$ cat src/rtl/lclf_pkg.sv
`timescale 1ns / 1ps

package lclf_pkg;

    // Width of the counter value. The divider constants below stay exact up to 12 bits.
    localparam int VALUE_BITS  = 10;
    localparam int CODE_BITS   = 12;
    localparam int STYLE_BITS  = 4;
    localparam int CFG_IDX_BITS = 1;
    localparam int MAX_RESULTS = 40;
    localparam int REM_BITS    = 5;

    // Decimal digits of the widest value, never fewer than the three Roman places.
    localparam int DEC_DIGITS  = (VALUE_BITS + 2) / 3;
    localparam int DIGIT_SLOTS = (DEC_DIGITS > 3) ? DEC_DIGITS : 3;
    localparam int SLOT_BITS   = $clog2(DIGIT_SLOTS);
    localparam int CNT_BITS    = $clog2(DIGIT_SLOTS + 1);
    localparam int REP_BITS    = $clog2(MAX_RESULTS + 1);
    localparam int TH_MAX      = ((1 << VALUE_BITS) - 1) / 1000;
    localparam int TH_BITS     = $clog2(TH_MAX + 2);

    // Reciprocal multipliers: floor(x * RECIP >> SHIFT) equals floor(x / radix) for x < 4096.
    localparam int RECIP_BITS = 12;
    localparam int RECIP10    = 3277;
    localparam int SHIFT10    = 15;
    localparam int RECIP26    = 2521;
    localparam int SHIFT26    = 16;

    // Character codes.
    localparam logic [CODE_BITS-1:0] CODE_ZERO    = 12'h030;
    localparam logic [CODE_BITS-1:0] CODE_LOWER_A = 12'h061;
    localparam logic [CODE_BITS-1:0] CODE_UPPER_A = 12'h041;
    localparam logic [CODE_BITS-1:0] CODE_LOWER_M = 12'h06d;
    localparam logic [CODE_BITS-1:0] CASE_SHIFT   = 12'h020;

    // Label styles as held in the style register.
    localparam logic [STYLE_BITS-1:0] STYLE_DECIMAL     = 4'd0;
    localparam logic [STYLE_BITS-1:0] STYLE_LOWER_ALPHA = 4'd1;
    localparam logic [STYLE_BITS-1:0] STYLE_UPPER_ALPHA = 4'd2;
    localparam logic [STYLE_BITS-1:0] STYLE_LOWER_ROMAN = 4'd3;
    localparam logic [STYLE_BITS-1:0] STYLE_UPPER_ROMAN = 4'd4;
    localparam logic [STYLE_BITS-1:0] STYLE_BENGALI     = 4'd5;
    localparam logic [STYLE_BITS-1:0] STYLE_GUJARATI    = 4'd6;
    localparam logic [STYLE_BITS-1:0] STYLE_GURMUKHI    = 4'd7;
    localparam logic [STYLE_BITS-1:0] STYLE_KANNADA     = 4'd8;
    localparam logic [STYLE_BITS-1:0] STYLE_MALAYALAM   = 4'd9;
    localparam logic [STYLE_BITS-1:0] STYLE_ORIYA       = 4'd10;
    localparam logic [STYLE_BITS-1:0] STYLE_TAMIL       = 4'd11;
    localparam logic [STYLE_BITS-1:0] STYLE_TELUGU      = 4'd12;
    localparam logic [STYLE_BITS-1:0] STYLE_TIBETAN     = 4'd13;
    localparam logic [STYLE_BITS-1:0] STYLE_THAI        = 4'd14;

    // Configuration register indexes.
    localparam logic [CFG_IDX_BITS-1:0] CFG_LABEL_STYLE = 1'd0;
    localparam logic [CFG_IDX_BITS-1:0] CFG_LETTER_SYNC = 1'd1;

    typedef enum logic [2:0] {
        ST_IDLE,
        ST_DIV,
        ST_EMIT_DIGITS,
        ST_EMIT_THOUSANDS,
        ST_EMIT_ROMAN,
        ST_EMIT_REPEAT
    } t_state;

    typedef enum logic [1:0] {
        MODE_DIGITS,
        MODE_ALPHA,
        MODE_ROMAN,
        MODE_SYNC
    } t_mode;

    typedef enum logic [1:0] {
        ROM_ONE,
        ROM_FIVE,
        ROM_TEN
    } t_roman_sym;

    typedef struct packed {
        logic [VALUE_BITS-1:0] dividend;
        logic                  radix26;
    } t_div_req;

    typedef struct packed {
        logic [VALUE_BITS-1:0] quot;
        logic [REM_BITS-1:0]   rem;
    } t_div_rsp;

    function automatic logic [CODE_BITS-1:0] script_zero(input logic [STYLE_BITS-1:0] style);
        logic [CODE_BITS-1:0] code;
        unique case (style)
            STYLE_BENGALI:   code = 12'h9e6;
            STYLE_GUJARATI:  code = 12'hae6;
            STYLE_GURMUKHI:  code = 12'ha66;
            STYLE_KANNADA:   code = 12'hce6;
            STYLE_MALAYALAM: code = 12'hd66;
            STYLE_ORIYA:     code = 12'hb66;
            STYLE_TAMIL:     code = 12'hbe6;
            STYLE_TELUGU:    code = 12'hc66;
            STYLE_TIBETAN:   code = 12'hf20;
            STYLE_THAI:      code = 12'he50;
            default:         code = CODE_ZERO;
        endcase
        return code;
    endfunction

    // Number of characters one Roman decimal place produces.
    function automatic logic [2:0] roman_len(input logic [REM_BITS-1:0] d);
        logic [2:0] len;
        unique case (d)
            5'd1, 5'd5:       len = 3'd1;
            5'd2, 5'd4, 5'd6, 5'd9: len = 3'd2;
            5'd3, 5'd7:       len = 3'd3;
            5'd8:             len = 3'd4;
            default:          len = 3'd0;
        endcase
        return len;
    endfunction

    // Which symbol stands at position j of a Roman place holding digit d.
    function automatic t_roman_sym roman_sym(input logic [REM_BITS-1:0] d, input logic [1:0] j);
        t_roman_sym sym;
        if (d == 5'd9) begin
            sym = (j == 2'd0) ? ROM_ONE : ROM_TEN;
        end else if (d == 5'd4) begin
            sym = (j == 2'd0) ? ROM_ONE : ROM_FIVE;
        end else if (d >= 5'd5) begin
            sym = (j == 2'd0) ? ROM_FIVE : ROM_ONE;
        end else begin
            sym = ROM_ONE;
        end
        return sym;
    endfunction

    function automatic logic [CODE_BITS-1:0] roman_char(input logic [1:0] place,
                                                        input t_roman_sym sym,
                                                        input logic upper);
        logic [7:0] lower;
        lower = 8'h69;
        unique case (place)
            2'd0: begin
                unique case (sym)
                    ROM_FIVE: lower = 8'h76;
                    ROM_TEN:  lower = 8'h78;
                    default:  lower = 8'h69;
                endcase
            end
            2'd1: begin
                unique case (sym)
                    ROM_FIVE: lower = 8'h6c;
                    ROM_TEN:  lower = 8'h63;
                    default:  lower = 8'h78;
                endcase
            end
            default: begin
                unique case (sym)
                    ROM_FIVE: lower = 8'h64;
                    ROM_TEN:  lower = 8'h6d;
                    default:  lower = 8'h63;
                endcase
            end
        endcase
        return upper ? (CODE_BITS'(lower) - CASE_SHIFT) : CODE_BITS'(lower);
    endfunction

endpackage

$ cat src/rtl/lclf_divu.sv
`timescale 1ns / 1ps

// Shared divide-by-ten or divide-by-26 unit: reciprocal multiply, then the
// remainder by shift-and-add back-multiplication.
module lclf_divu (
    input  lclf_pkg::t_div_req i_req,
    output lclf_pkg::t_div_rsp o_rsp
);

    localparam int PROD_BITS = lclf_pkg::VALUE_BITS + lclf_pkg::RECIP_BITS;

    logic [lclf_pkg::RECIP_BITS-1:0] recip;
    logic [PROD_BITS-1:0]            prod;
    logic [lclf_pkg::VALUE_BITS-1:0] quot;
    logic [lclf_pkg::VALUE_BITS-1:0] back;
    logic [lclf_pkg::VALUE_BITS-1:0] diff;

    always_comb begin
        recip = i_req.radix26 ? lclf_pkg::RECIP_BITS'(lclf_pkg::RECIP26)
                              : lclf_pkg::RECIP_BITS'(lclf_pkg::RECIP10);
        prod  = PROD_BITS'(i_req.dividend) * PROD_BITS'(recip);
        if (i_req.radix26) begin
            quot = lclf_pkg::VALUE_BITS'(prod >> lclf_pkg::SHIFT26);
            back = (quot << 4) + (quot << 3) + (quot << 1);
        end else begin
            quot = lclf_pkg::VALUE_BITS'(prod >> lclf_pkg::SHIFT10);
            back = (quot << 3) + (quot << 1);
        end
        diff       = i_req.dividend - back;
        o_rsp.quot = quot;
        o_rsp.rem  = diff[lclf_pkg::REM_BITS-1:0];
    end

endmodule

$ cat src/rtl/lclf_ctrl.sv
`timescale 1ns / 1ps

// Sequencer: splits the value into digits with the shared divider, then
// plays the characters out most significant first.
module lclf_ctrl (
    input  logic                                i_clk,
    input  logic                                i_rst_n,
    input  logic                                i_start,
    input  logic [lclf_pkg::VALUE_BITS-1:0]     i_value,
    input  logic [lclf_pkg::STYLE_BITS-1:0]     i_style,
    input  logic                                i_sync,
    output lclf_pkg::t_div_req                  o_div_req,
    input  lclf_pkg::t_div_rsp                  i_div_rsp,
    output logic                                o_busy,
    output logic                                o_valid,
    output logic [lclf_pkg::CODE_BITS-1:0]      o_code,
    output logic                                o_last,
    output logic                                o_empty
);

    lclf_pkg::t_state                   r_state, n_state;
    lclf_pkg::t_mode                    r_mode, n_mode;
    logic                               r_upper, n_upper;
    logic [lclf_pkg::VALUE_BITS-1:0]    r_x, n_x;
    logic [lclf_pkg::REM_BITS-1:0]      r_digit [lclf_pkg::DIGIT_SLOTS];
    logic [lclf_pkg::REM_BITS-1:0]      n_digit [lclf_pkg::DIGIT_SLOTS];
    logic [lclf_pkg::CNT_BITS-1:0]      r_cnt, n_cnt;
    logic [lclf_pkg::TH_BITS-1:0]       r_th, n_th;
    logic [lclf_pkg::REP_BITS-1:0]      r_rep, n_rep;
    logic [1:0]                         r_place, n_place;
    logic [1:0]                         r_j, n_j;
    logic [lclf_pkg::CODE_BITS-1:0]     r_base, n_base;
    logic                               r_valid, n_valid;
    logic [lclf_pkg::CODE_BITS-1:0]     r_code, n_code;
    logic                               r_last, n_last;
    logic                               r_empty, n_empty;

    always_ff @(posedge i_clk) begin
        if (!i_rst_n) begin
            r_state <= lclf_pkg::ST_IDLE;
            r_valid <= 1'b0;
        end else begin
            r_state <= n_state;
            r_valid <= n_valid;
        end
        r_mode  <= n_mode;
        r_upper <= n_upper;
        r_x     <= n_x;
        r_digit <= n_digit;
        r_cnt   <= n_cnt;
        r_th    <= n_th;
        r_rep   <= n_rep;
        r_place <= n_place;
        r_j     <= n_j;
        r_base  <= n_base;
        r_code  <= n_code;
        r_last  <= n_last;
        r_empty <= n_empty;
    end

    always_comb begin
        logic                              div26;
        logic [lclf_pkg::CNT_BITS-1:0]     cnt_dec;
        logic [lclf_pkg::SLOT_BITS-1:0]    rd_idx;
        logic [lclf_pkg::REM_BITS-1:0]     rd_digit;
        logic                              d0z;
        logic                              d1z;
        logic                              d2z;
        logic                              below_zero;
        logic [2:0]                        len;
        logic                              place_end;
        logic                              is_last;

        n_state = r_state;
        n_mode  = r_mode;
        n_upper = r_upper;
        n_x     = r_x;
        n_digit = r_digit;
        n_cnt   = r_cnt;
        n_th    = r_th;
        n_rep   = r_rep;
        n_place = r_place;
        n_j     = r_j;
        n_base  = r_base;
        n_valid = 1'b0;
        n_code  = r_code;
        n_last  = r_last;
        n_empty = r_empty;

        // Alphabetic counting works on n - 1.
        div26 = (r_mode == lclf_pkg::MODE_ALPHA) || (r_mode == lclf_pkg::MODE_SYNC);
        o_div_req.dividend = div26 ? (r_x - lclf_pkg::VALUE_BITS'(1)) : r_x;
        o_div_req.radix26  = div26;

        cnt_dec  = r_cnt - lclf_pkg::CNT_BITS'(1);
        rd_idx   = (r_state == lclf_pkg::ST_EMIT_ROMAN) ? lclf_pkg::SLOT_BITS'(r_place)
                                                        : cnt_dec[lclf_pkg::SLOT_BITS-1:0];
        rd_digit = r_digit[rd_idx];

        d0z = (r_digit[0] == '0);
        d1z = (r_digit[1] == '0);
        d2z = (r_digit[2] == '0);
        unique case (r_place)
            2'd2:    below_zero = d1z && d0z;
            2'd1:    below_zero = d0z;
            default: below_zero = 1'b1;
        endcase
        len       = lclf_pkg::roman_len(rd_digit);
        place_end = ({1'b0, r_j} == len - 3'd1);
        is_last   = 1'b0;

        unique case (r_state)
            lclf_pkg::ST_IDLE: begin
                if (i_start) begin
                    n_x   = i_value;
                    n_cnt = '0;
                    if ((i_style == lclf_pkg::STYLE_LOWER_ALPHA) ||
                        (i_style == lclf_pkg::STYLE_UPPER_ALPHA)) begin
                        n_upper = (i_style == lclf_pkg::STYLE_UPPER_ALPHA);
                        n_base  = n_upper ? lclf_pkg::CODE_UPPER_A : lclf_pkg::CODE_LOWER_A;
                        if (i_value == '0) begin
                            n_valid = 1'b1;
                            n_code  = n_base - lclf_pkg::CODE_BITS'(1);
                            n_last  = 1'b1;
                            n_empty = 1'b0;
                        end else begin
                            n_mode  = i_sync ? lclf_pkg::MODE_SYNC : lclf_pkg::MODE_ALPHA;
                            n_state = lclf_pkg::ST_DIV;
                        end
                    end else if ((i_style == lclf_pkg::STYLE_LOWER_ROMAN) ||
                                 (i_style == lclf_pkg::STYLE_UPPER_ROMAN)) begin
                        n_upper = (i_style == lclf_pkg::STYLE_UPPER_ROMAN);
                        if (i_value == '0) begin
                            n_valid = 1'b1;
                            n_code  = lclf_pkg::CODE_ZERO;
                            n_last  = 1'b1;
                            n_empty = 1'b0;
                        end else begin
                            n_mode  = lclf_pkg::MODE_ROMAN;
                            n_state = lclf_pkg::ST_DIV;
                        end
                    end else if ((i_style >= lclf_pkg::STYLE_BENGALI) &&
                                 (i_style <= lclf_pkg::STYLE_THAI)) begin
                        n_base = lclf_pkg::script_zero(i_style);
                        if (i_value == '0) begin
                            n_valid = 1'b1;
                            n_code  = '0;
                            n_last  = 1'b1;
                            n_empty = 1'b1;
                        end else begin
                            n_mode  = lclf_pkg::MODE_DIGITS;
                            n_state = lclf_pkg::ST_DIV;
                        end
                    end else begin
                        n_base  = lclf_pkg::CODE_ZERO;
                        n_mode  = lclf_pkg::MODE_DIGITS;
                        n_state = lclf_pkg::ST_DIV;
                    end
                end
            end

            lclf_pkg::ST_DIV: begin
                n_digit[r_cnt[lclf_pkg::SLOT_BITS-1:0]] = i_div_rsp.rem;
                n_cnt = r_cnt + lclf_pkg::CNT_BITS'(1);
                n_x   = i_div_rsp.quot;
                unique case (r_mode)
                    lclf_pkg::MODE_SYNC: begin
                        if (32'(i_div_rsp.quot) >= 32'(lclf_pkg::MAX_RESULTS)) begin
                            n_rep = lclf_pkg::REP_BITS'(lclf_pkg::MAX_RESULTS);
                        end else begin
                            n_rep = lclf_pkg::REP_BITS'(i_div_rsp.quot) +
                                    lclf_pkg::REP_BITS'(1);
                        end
                        n_state = lclf_pkg::ST_EMIT_REPEAT;
                    end
                    lclf_pkg::MODE_ROMAN: begin
                        if (r_cnt == lclf_pkg::CNT_BITS'(2)) begin
                            n_th    = lclf_pkg::TH_BITS'(i_div_rsp.quot);
                            n_place = 2'd2;
                            n_j     = 2'd0;
                            n_state = (i_div_rsp.quot != '0) ? lclf_pkg::ST_EMIT_THOUSANDS
                                                             : lclf_pkg::ST_EMIT_ROMAN;
                        end
                    end
                    default: begin
                        if (i_div_rsp.quot == '0) begin
                            n_state = lclf_pkg::ST_EMIT_DIGITS;
                        end
                    end
                endcase
            end

            lclf_pkg::ST_EMIT_DIGITS: begin
                is_last = (r_cnt == lclf_pkg::CNT_BITS'(1));
                n_valid = 1'b1;
                n_code  = r_base + lclf_pkg::CODE_BITS'(rd_digit);
                n_last  = is_last;
                n_empty = 1'b0;
                n_cnt   = cnt_dec;
                if (is_last) begin
                    n_state = lclf_pkg::ST_IDLE;
                end
            end

            lclf_pkg::ST_EMIT_REPEAT: begin
                is_last = (r_rep == lclf_pkg::REP_BITS'(1));
                n_valid = 1'b1;
                n_code  = r_base + lclf_pkg::CODE_BITS'(r_digit[0]);
                n_last  = is_last;
                n_empty = 1'b0;
                n_rep   = r_rep - lclf_pkg::REP_BITS'(1);
                if (is_last) begin
                    n_state = lclf_pkg::ST_IDLE;
                end
            end

            lclf_pkg::ST_EMIT_THOUSANDS: begin
                is_last = (r_th == lclf_pkg::TH_BITS'(1)) && d2z && d1z && d0z;
                n_valid = 1'b1;
                n_code  = r_upper ? (lclf_pkg::CODE_LOWER_M - lclf_pkg::CASE_SHIFT)
                                  : lclf_pkg::CODE_LOWER_M;
                n_last  = is_last;
                n_empty = 1'b0;
                n_th    = r_th - lclf_pkg::TH_BITS'(1);
                if (r_th == lclf_pkg::TH_BITS'(1)) begin
                    n_state = is_last ? lclf_pkg::ST_IDLE : lclf_pkg::ST_EMIT_ROMAN;
                end
            end

            lclf_pkg::ST_EMIT_ROMAN: begin
                if (len == 3'd0) begin
                    // An empty place gives no character; step down to the next one.
                    if (r_place == 2'd0) begin
                        n_state = lclf_pkg::ST_IDLE;
                    end else begin
                        n_place = r_place - 2'd1;
                    end
                end else begin
                    is_last = place_end && below_zero;
                    n_valid = 1'b1;
                    n_code  = lclf_pkg::roman_char(r_place,
                                                   lclf_pkg::roman_sym(rd_digit, r_j), r_upper);
                    n_last  = is_last;
                    n_empty = 1'b0;
                    if (place_end) begin
                        n_j = 2'd0;
                        if (is_last || (r_place == 2'd0)) begin
                            n_state = lclf_pkg::ST_IDLE;
                        end else begin
                            n_place = r_place - 2'd1;
                        end
                    end else begin
                        n_j = r_j + 2'd1;
                    end
                end
            end

            default: begin
                n_state = lclf_pkg::ST_IDLE;
            end
        endcase
    end

    assign o_busy  = (r_state != lclf_pkg::ST_IDLE);
    assign o_valid = r_valid;
    assign o_code  = r_code;
    assign o_last  = r_last;
    assign o_empty = r_empty;

endmodule

$ cat src/rtl/list_counter_label_formatter_core.sv
`timescale 1ns / 1ps

// List counter label formatter. Raise start for one cycle while busy is low to
// hand in a counter value; the block answers with the label's characters, most
// significant first, one beat per cycle on o_char_strobe, and flags the final
// beat with o_last_char. There is no back-pressure: every beat is shown for
// exactly one cycle and must be taken then. A single shared divider (a
// reciprocal multiply by ten or by 26) splits the value into digits at one
// digit per cycle, and the characters then leave at one per cycle, but for a
// gap with no beat for each empty decimal place before a Roman label's final
// character. A decimal or script label takes one division per digit, a
// bijective letter label one per letter, a letter-sync label a single one
// before its repeats and a Roman label three. A zero value in a letter,
// Roman or script style gives its single beat in the cycle after acceptance
// and leaves busy low throughout; a zero in the decimal style, or in the
// unused style code, is an ordinary one-digit label. The style and
// letter-sync registers may be written only while no label is in progress.
module list_counter_label_formatter_core (
    input  logic                                    i_clk,
    input  logic                                    i_rst_n,
    input  logic                                    start,
    output logic                                    busy,
    input  logic                                    i_cfg_we,
    input  logic [lclf_pkg::CFG_IDX_BITS-1:0]       i_cfg_idx,
    input  logic [lclf_pkg::STYLE_BITS-1:0]         i_cfg_wdata,
    input  logic [lclf_pkg::VALUE_BITS-1:0]         i_counter_value,
    output logic                                    o_char_strobe,
    output logic [lclf_pkg::CODE_BITS-1:0]          o_char_code,
    output logic                                    o_last_char,
    output logic                                    o_empty_label
);

    // Configuration registers, written through the plain write port.
    logic [lclf_pkg::STYLE_BITS-1:0] r_label_style;
    logic                            r_letter_sync;

    // Link between the sequencer and the shared divider.
    lclf_pkg::t_div_req div_req;
    lclf_pkg::t_div_rsp div_rsp;

    logic accept;

    always_ff @(posedge i_clk) begin
        if (!i_rst_n) begin
            r_label_style <= lclf_pkg::STYLE_DECIMAL;
            r_letter_sync <= 1'b0;
        end else if (i_cfg_we) begin
            unique case (i_cfg_idx)
                lclf_pkg::CFG_LABEL_STYLE: r_label_style <= i_cfg_wdata;
                lclf_pkg::CFG_LETTER_SYNC: r_letter_sync <= i_cfg_wdata[0];
                default: begin
                end
            endcase
        end
    end

    // An item enters only when the sequencer has finished the previous label.
    assign accept = start && !busy;

    lclf_divu u_divu (
        .i_req (div_req),
        .o_rsp (div_rsp)
    );

    lclf_ctrl u_ctrl (
        .i_clk     (i_clk),
        .i_rst_n   (i_rst_n),
        .i_start   (accept),
        .i_value   (i_counter_value),
        .i_style   (r_label_style),
        .i_sync    (r_letter_sync),
        .o_div_req (div_req),
        .i_div_rsp (div_rsp),
        .o_busy    (busy),
        .o_valid   (o_char_strobe),
        .o_code    (o_char_code),
        .o_last    (o_last_char),
        .o_empty   (o_empty_label)
    );

endmodule

$ cat config.mk
export PLATFORM = sky130hd
export DESIGN_NAME = list_counter_label_formatter_core
export DESIGN_NICKNAME = d
export VERILOG_FILES = /design/src/rtl/lclf_pkg.sv /design/src/rtl/lclf_divu.sv /design/src/rtl/lclf_ctrl.sv /design/src/rtl/list_counter_label_formatter_core.sv
export SDC_FILE = /design/constraint.sdc
export NUM_CORES = 1
export LEC_CHECK = 0
export BUFFER_PORTS_ARGS = -buffer_cell sky130_fd_sc_hd__buf_2
export CORE_ASPECT_RATIO = 0.75
export CORE_MARGIN = 2
export CORE_UTILIZATION = 64
export DETAILED_ROUTE_END_ITERATION = 10
export GPL_ROUTABILITY_DRIVEN = 0
export GPL_TIMING_DRIVEN = 0
export PLACE_DENSITY = 0.93
export SLEW_MARGIN = 20
export SYNTH_ARGS = -nofsm -noshare
export SYNTH_HDL_FRONTEND = slang
export SYNTH_HIERARCHICAL = 1
export SYNTH_SLANG_ARGS = --single-unit
$ cat constraint.sdc
create_clock -name i_clk -period 10.05 [get_ports i_clk]
set_input_delay 1.005 -clock i_clk [delete_from_list [all_inputs] [get_ports i_clk]]
set_output_delay 1.005 -clock i_clk [all_outputs]
set_load 0.02 [all_outputs]
== Word level (Yosys, flattened, before mapping) ==
Memory sizes are Yosys's and may differ from the RTL's. A register that Yosys moved wholly into a read port is not among the register bits.
Index checks and enable logic that the tools add are counted.

* Flip-flop bits (word level): 83
* Memory bits (read-only): 208
* Input bits: 19
* Output and inout port bits: 16
* Logic and storage cells: 258
* Memories kept: 2

{| class="wikitable"
|+ Memory list
! name !! depth !! bits a word !! rd ports !! clocked after Yosys merged registers in !! write ports !! line !! text
|-
| (name not given) || 16 || 10 || 1 || 1 || 0 || lclf_pkg.sv:91 || <nowiki>unique case (style)</nowiki>
|-
| (name not given) || 16 || 3 || 1 || 0 || 0 || lclf_pkg.sv:110 || <nowiki>unique case (d)</nowiki>
|}

* Add/subtract/negate cells: 17
* $mul: 1
* $lt $le $gt $ge: 7
* Equal/unequal tests: 45
* Multiplexer cells: 115
* Bitwise gates (word level): 3
* Reduce and logical (&&, ||, !) cells: 48

{| class="wikitable"
|+ Operators by type and width
! kind !! number
|-
| $mux W12 || 12
|-
| $pmux W12 S5 || 1
|-
| $mux W3 || 18
|-
| $mux W2 || 26
|-
| $add A12 B5 Y12 || 2
|-
| $mux W6 || 4
|-
| $mux W1 || 23
|-
| $mul A10 B12 Y22 || 1
|-
| $bwmux W20 || 1
|-
| $logic_not A10 Y1 || 2
|-
| $mux W10 || 2
|-
| $mux W5 || 4
|-
| $pmux W10 S2 || 1
|-
| $pmux W5 S2 || 2
|-
| $pmux W3 S6 || 1
|-
| $mux W8 || 2
|-
| $ne A2 B1 Y1 const B || 8
|-
| $pmux W8 S2 || 1
|-
| $add A5 B5 Y5 || 3
|-
| $logic_not A5 Y1 || 3
|-
| $ne A3 B3 Y1 const B || 5
|-
| $reduce_and A5 Y1 || 3
|-
| $ne A4 B1 Y1 const B || 3
|-
| $pmux W2 S2 || 3
|-
| other kinds (59) || 105
|}

== Logic depth before layout (Yosys ltp) ==
* Depth after elaboration: 21
* Gate-level depth with buffers: 37
* Gate-level depth less buffers: 36

== Cells and area by module ==
Netlist, hierarchy kept.

{| class="wikitable"
|+ Modules (own cells, without submodules)
! module !! times used !! cells each !! area an instance (um2) !! seq. area each (um2)
|-
| lclf_ctrl || 1 || 501 || 5093.6 || 2242.2
|-
| lclf_divu || 1 || 354 || 3067.9 || 0.0
|-
| list_counter_label_formatter_core || 1 || 24 || 224.0 || 100.1
|}

== Least setup slack after synthesis ==
Ideal clock, no wire load.

* Path kind: reg2reg
* From: reg u_ctrl.r_mode[0]
* To: reg u_ctrl.r_state[0]
* Library setup time: 0.116 ns
* Arrival time: 7.734 ns
* Data required time: 9.934 ns
* Setup slack: 2.200 ns
* Stages on the path, launching flop included: 34
* Buffers on the path: 1
* Period minus slack after synthesis: 7.850 ns
* Cell sequence: edfxtp_1 clkbuf_1 nand2b_1 nor3_1 nand2b_1 nor3_1 nand3b_1 xnor2_1 inv_1 nor2_1 fa_1 fa_1 fa_1 fa_1 inv_1 fa_1 inv_1 ha_1 nand4_1 a21oi_1 nor3_1 a311oi_1 o211ai_1 a31oi_1 mux2i_1 nor3b_1 nor4_1 nand3_1 o21ai_0 a211o_1 a21oi_1 a21oi_1 o311a_2 o211a_1

{| class="wikitable"
|+ RTL lines
! what !! line !! text
|-
| from (decl) || lclf_ctrl.sv:22 || <nowiki>lclf_pkg::t_mode r_mode, n_mode;</nowiki>
|-
| from (signal assigned) || lclf_ctrl.sv:46 || <nowiki>r_mode <= n_mode;</nowiki>
|-
| to (signal assigned) || lclf_ctrl.sv:40 || <nowiki>r_state <= lclf_pkg::ST_IDLE;</nowiki>
|-
| to (signal assigned) || lclf_ctrl.sv:43 || <nowiki>r_state <= n_state;</nowiki>
|-
| to (decl) || lclf_ctrl.sv:21 || <nowiki>lclf_pkg::t_state r_state, n_state;</nowiki>
|}

==> results.md <==
- Run status: completed
- Largest cells by area after synthesis: edfxtp_1 (26%), ha_1 (14%), fa_1 (12%), inv_1 (5.6%), nor2_1 (3.1%)
- Largest net degree at the start of global routing: 14
- Via count: 6929
- Period minus WS final: 9.558 ns
- Ports: 35
- Yosys top cell area share: 25.78%
- Biggest area consumer among synthesized cells: edfxtp_1
- Vias per inst: 6.276
- Arr. time, crit path: 9.77 ns
- CP Data Required Time: 10.27 ns
- GRT Overall Usage: 28.82%
- Distinct cell type count after synthesis: 78
- Buffers and inverters on the worst path: 3
- Path type of the worst min-delay path: flop to flop
- CTS tree: built
- Clock-pin slew on the worst setup and hold paths: 0.06 ns
- Measured slew at the worst slew-check pin: 1.033 ns
- Remaining global-route overflow: 0
- Clock tree skew after final layout: 0.007878 ns
- Layout cells sized above 1: 11.25%
- Synthesized instance count: 879
- Yosys reg bits: 81
- Initial core utilization: 65.09%
- Slowest cell on the critical path: xor2_1
- Number of enable-type register cells in the synthesized netlist: 72
- CP delay by family, top: adder cells
- Floorplan die area: 0.01404 mm^2
- Antenna Diode Count: 0
- Buffer type at the clock tree root: clkbuf_16
- Detail Placement HPWL: 15550 um
- Remaining antenna violation count: 0
- # Max-Cap Violations: 0
- Critical path's most frequent cell: fa_1
- Kind of start point of the critical path: flop
- Period utilization: 95.11%
- Total number of cells along the worst setup path: 32
- Starting DRT DRC Count: 990
- Syn avg cell area: 9.540 um^2
- Synth warn: 6
- Width of the die: 136.2 um
- Worst hold path cell count: 2
- Slowest Stage Delay on Critical Path: 0.56 ns
- Final number of setup-violating endpoints: 0
- Via count of the first global-routing pass: 6438
- Async set-reset flop share out of synthesis: 0%
- Layout Area Growth over Synthesis: 8.550%
- Die H: 103.1 um
- Relative max-transition margin: 30.63%
- Final core occ: 70.66%
- Maximum clock frequency: 0.1046 GHz
- Cell Area, Synth: 0.008386 mm^2
- Ys flop type: edfxtp_1
- Count of input and output buffers: 34
- Maximum root-to-sink buffer count: 2
- Most frequently used cell type in the post-synthesis netlist: inv_1
- CTS sink count: 81
- Placeable core region: 0.01288 mm^2
- Final hold violations: 0
- Clock Latency Late Sink: 0.34 ns
- First-pass GRT wire length: 31360 um
- Pre-antenna DRT Iters: 6
- Hold-fix buffers at CTS: 0
- Kind of end point of the critical path: flop
- CP Class: flop to flop
- Clock buffers created by TritonCTS: 9
- Total number of nets in the final design: 1092
- Remaining DRCs: 0
- Detailed-route wire length per cell: 18.26 um
- Leading cell types by count after synthesis: inv_1 (126), ha_1 (96), edfxtp_1 (72)
- Number of antenna violations at the first check in global routing: 0
- Sequential-to-total area share from yosys stat: 27.93%
- Worst reg-to-reg path cell count: 32
- Maximum net fanout on the critical path: 10
- Count of final max-slew check failures: 0
- CTS-repair resized insts: 0
- Maximum level of the CTS H-tree: 3
- Std cell rows: 36
- Setup Fix Bufs, Post-CTS: 0
- Wire length reported by the detailed router: 20160 um
per-layer routing:
layer,share of wire [%],track usage (%),vias up
met5,0,0,-
met4,1.6,7.292,0
met3,11,6.293,40
met2,44,43.87,437
met1,43,42.13,3309
li1,-,-,3143
final cells by class:
type | count | area, um^2
multi-input cells | 642 | 5463
fillers | 868 | 3780
flip-flops and latches | 81 | 2342
inverters | 127 | 476.7
clock buffers | 14 | 264.0
well taps | 171 | 214.0
repair buffers | 34 | 170.2
plain buffers | 33 | 158.9
clock inverters | 2 | 13.76
registers in the layout, summed over array words and instances (netlist names):
| register | cells |
|---|---|
| u_ctrl/r_digit | 20 |
| u_ctrl/o_code | 12 |
| u_ctrl/r_base | 10 |
| u_ctrl/r_x | 10 |
| u_ctrl/r_rep | 6 |
| r_label_style | 4 |
| u_ctrl/r_cnt | 3 |
| u_ctrl/r_state | 3 |
| u_ctrl/r_j | 2 |
| u_ctrl/r_mode | 2 |
| u_ctrl/r_place | 2 |
| u_ctrl/r_th | 2 |
| r_letter_sync | 1 |
| u_ctrl/o_empty | 1 |
| u_ctrl/o_last | 1 |
| u_ctrl/o_valid | 1 |
| u_ctrl/r_upper | 1 |
kinds of logic after synthesis:
group	count (synthesis)	share of synthesized area, %
xor+xnor	44	4.596
simple gates	259	15.50
buf+inv	160	7.580
fa+ha+maj	146	26.14
other cells	2	0.08956
flops	81	27.93
compound gates	144	12.00
mux	43	6.162
worst min-delay path, stage by stage (launching register included):
cell and delay (ns):
dfxtp_1 0.32, nand2_1 0.07, mux2i_1 0.07
cell usage in the layout (no fill, tap or decap), types with 24 or more instances in the layout:
| master | n |
|---|---|
| buf_2 | 38 |
| a21oi_1 | 35 |
| ha_1 | 96 |
| clkbuf_1 | 25 |
| fa_1 | 49 |
| nor2_1 | 70 |
| inv_1 | 126 |
| edfxtp_1 | 72 |
| nand2_1 | 62 |
| xnor2_1 | 24 |
path summary, 6_finish.rpt:
kind | startpoint | to | slack [ns]
max | u_ctrl/r_mode[0]$_DFFE_PP_ | u_ctrl/r_state[2]$_SDFFE_PN0P_ | 0.49
min | r_letter_sync$_SDFFE_PN0P_ | r_letter_sync$_SDFFE_PN0P_ | 0.50
max reg2reg | u_ctrl/r_mode[0]$_DFFE_PP_ | u_ctrl/r_state[2]$_SDFFE_PN0P_ | 0.49
min reg2reg | r_letter_sync$_SDFFE_PN0P_ | r_letter_sync$_SDFFE_PN0P_ | 0.50
per-stage QoR:
step	worst slack (ns)	hold WS [ns]	cell area, um^2	setup TNS (ns)	std cells
5_1_grt	-0.07859	0.5271	9102	-0.1202	1104
3_5_place_dp	0.6851	0.4979	8785	0	1088
3_3_place_gp	0.8122	0.4608	8785	0	1088
6_report	0.4915	0.5040	9102	0	1104
2_1_floorplan	2.200	0.4384	8401	0	883
4_1_cts	0.5444	0.5069	9062	0	1104
Power is not shown: default switching activity piles up to over one toggle a cycle in this logic, so the estimate is an artifact.
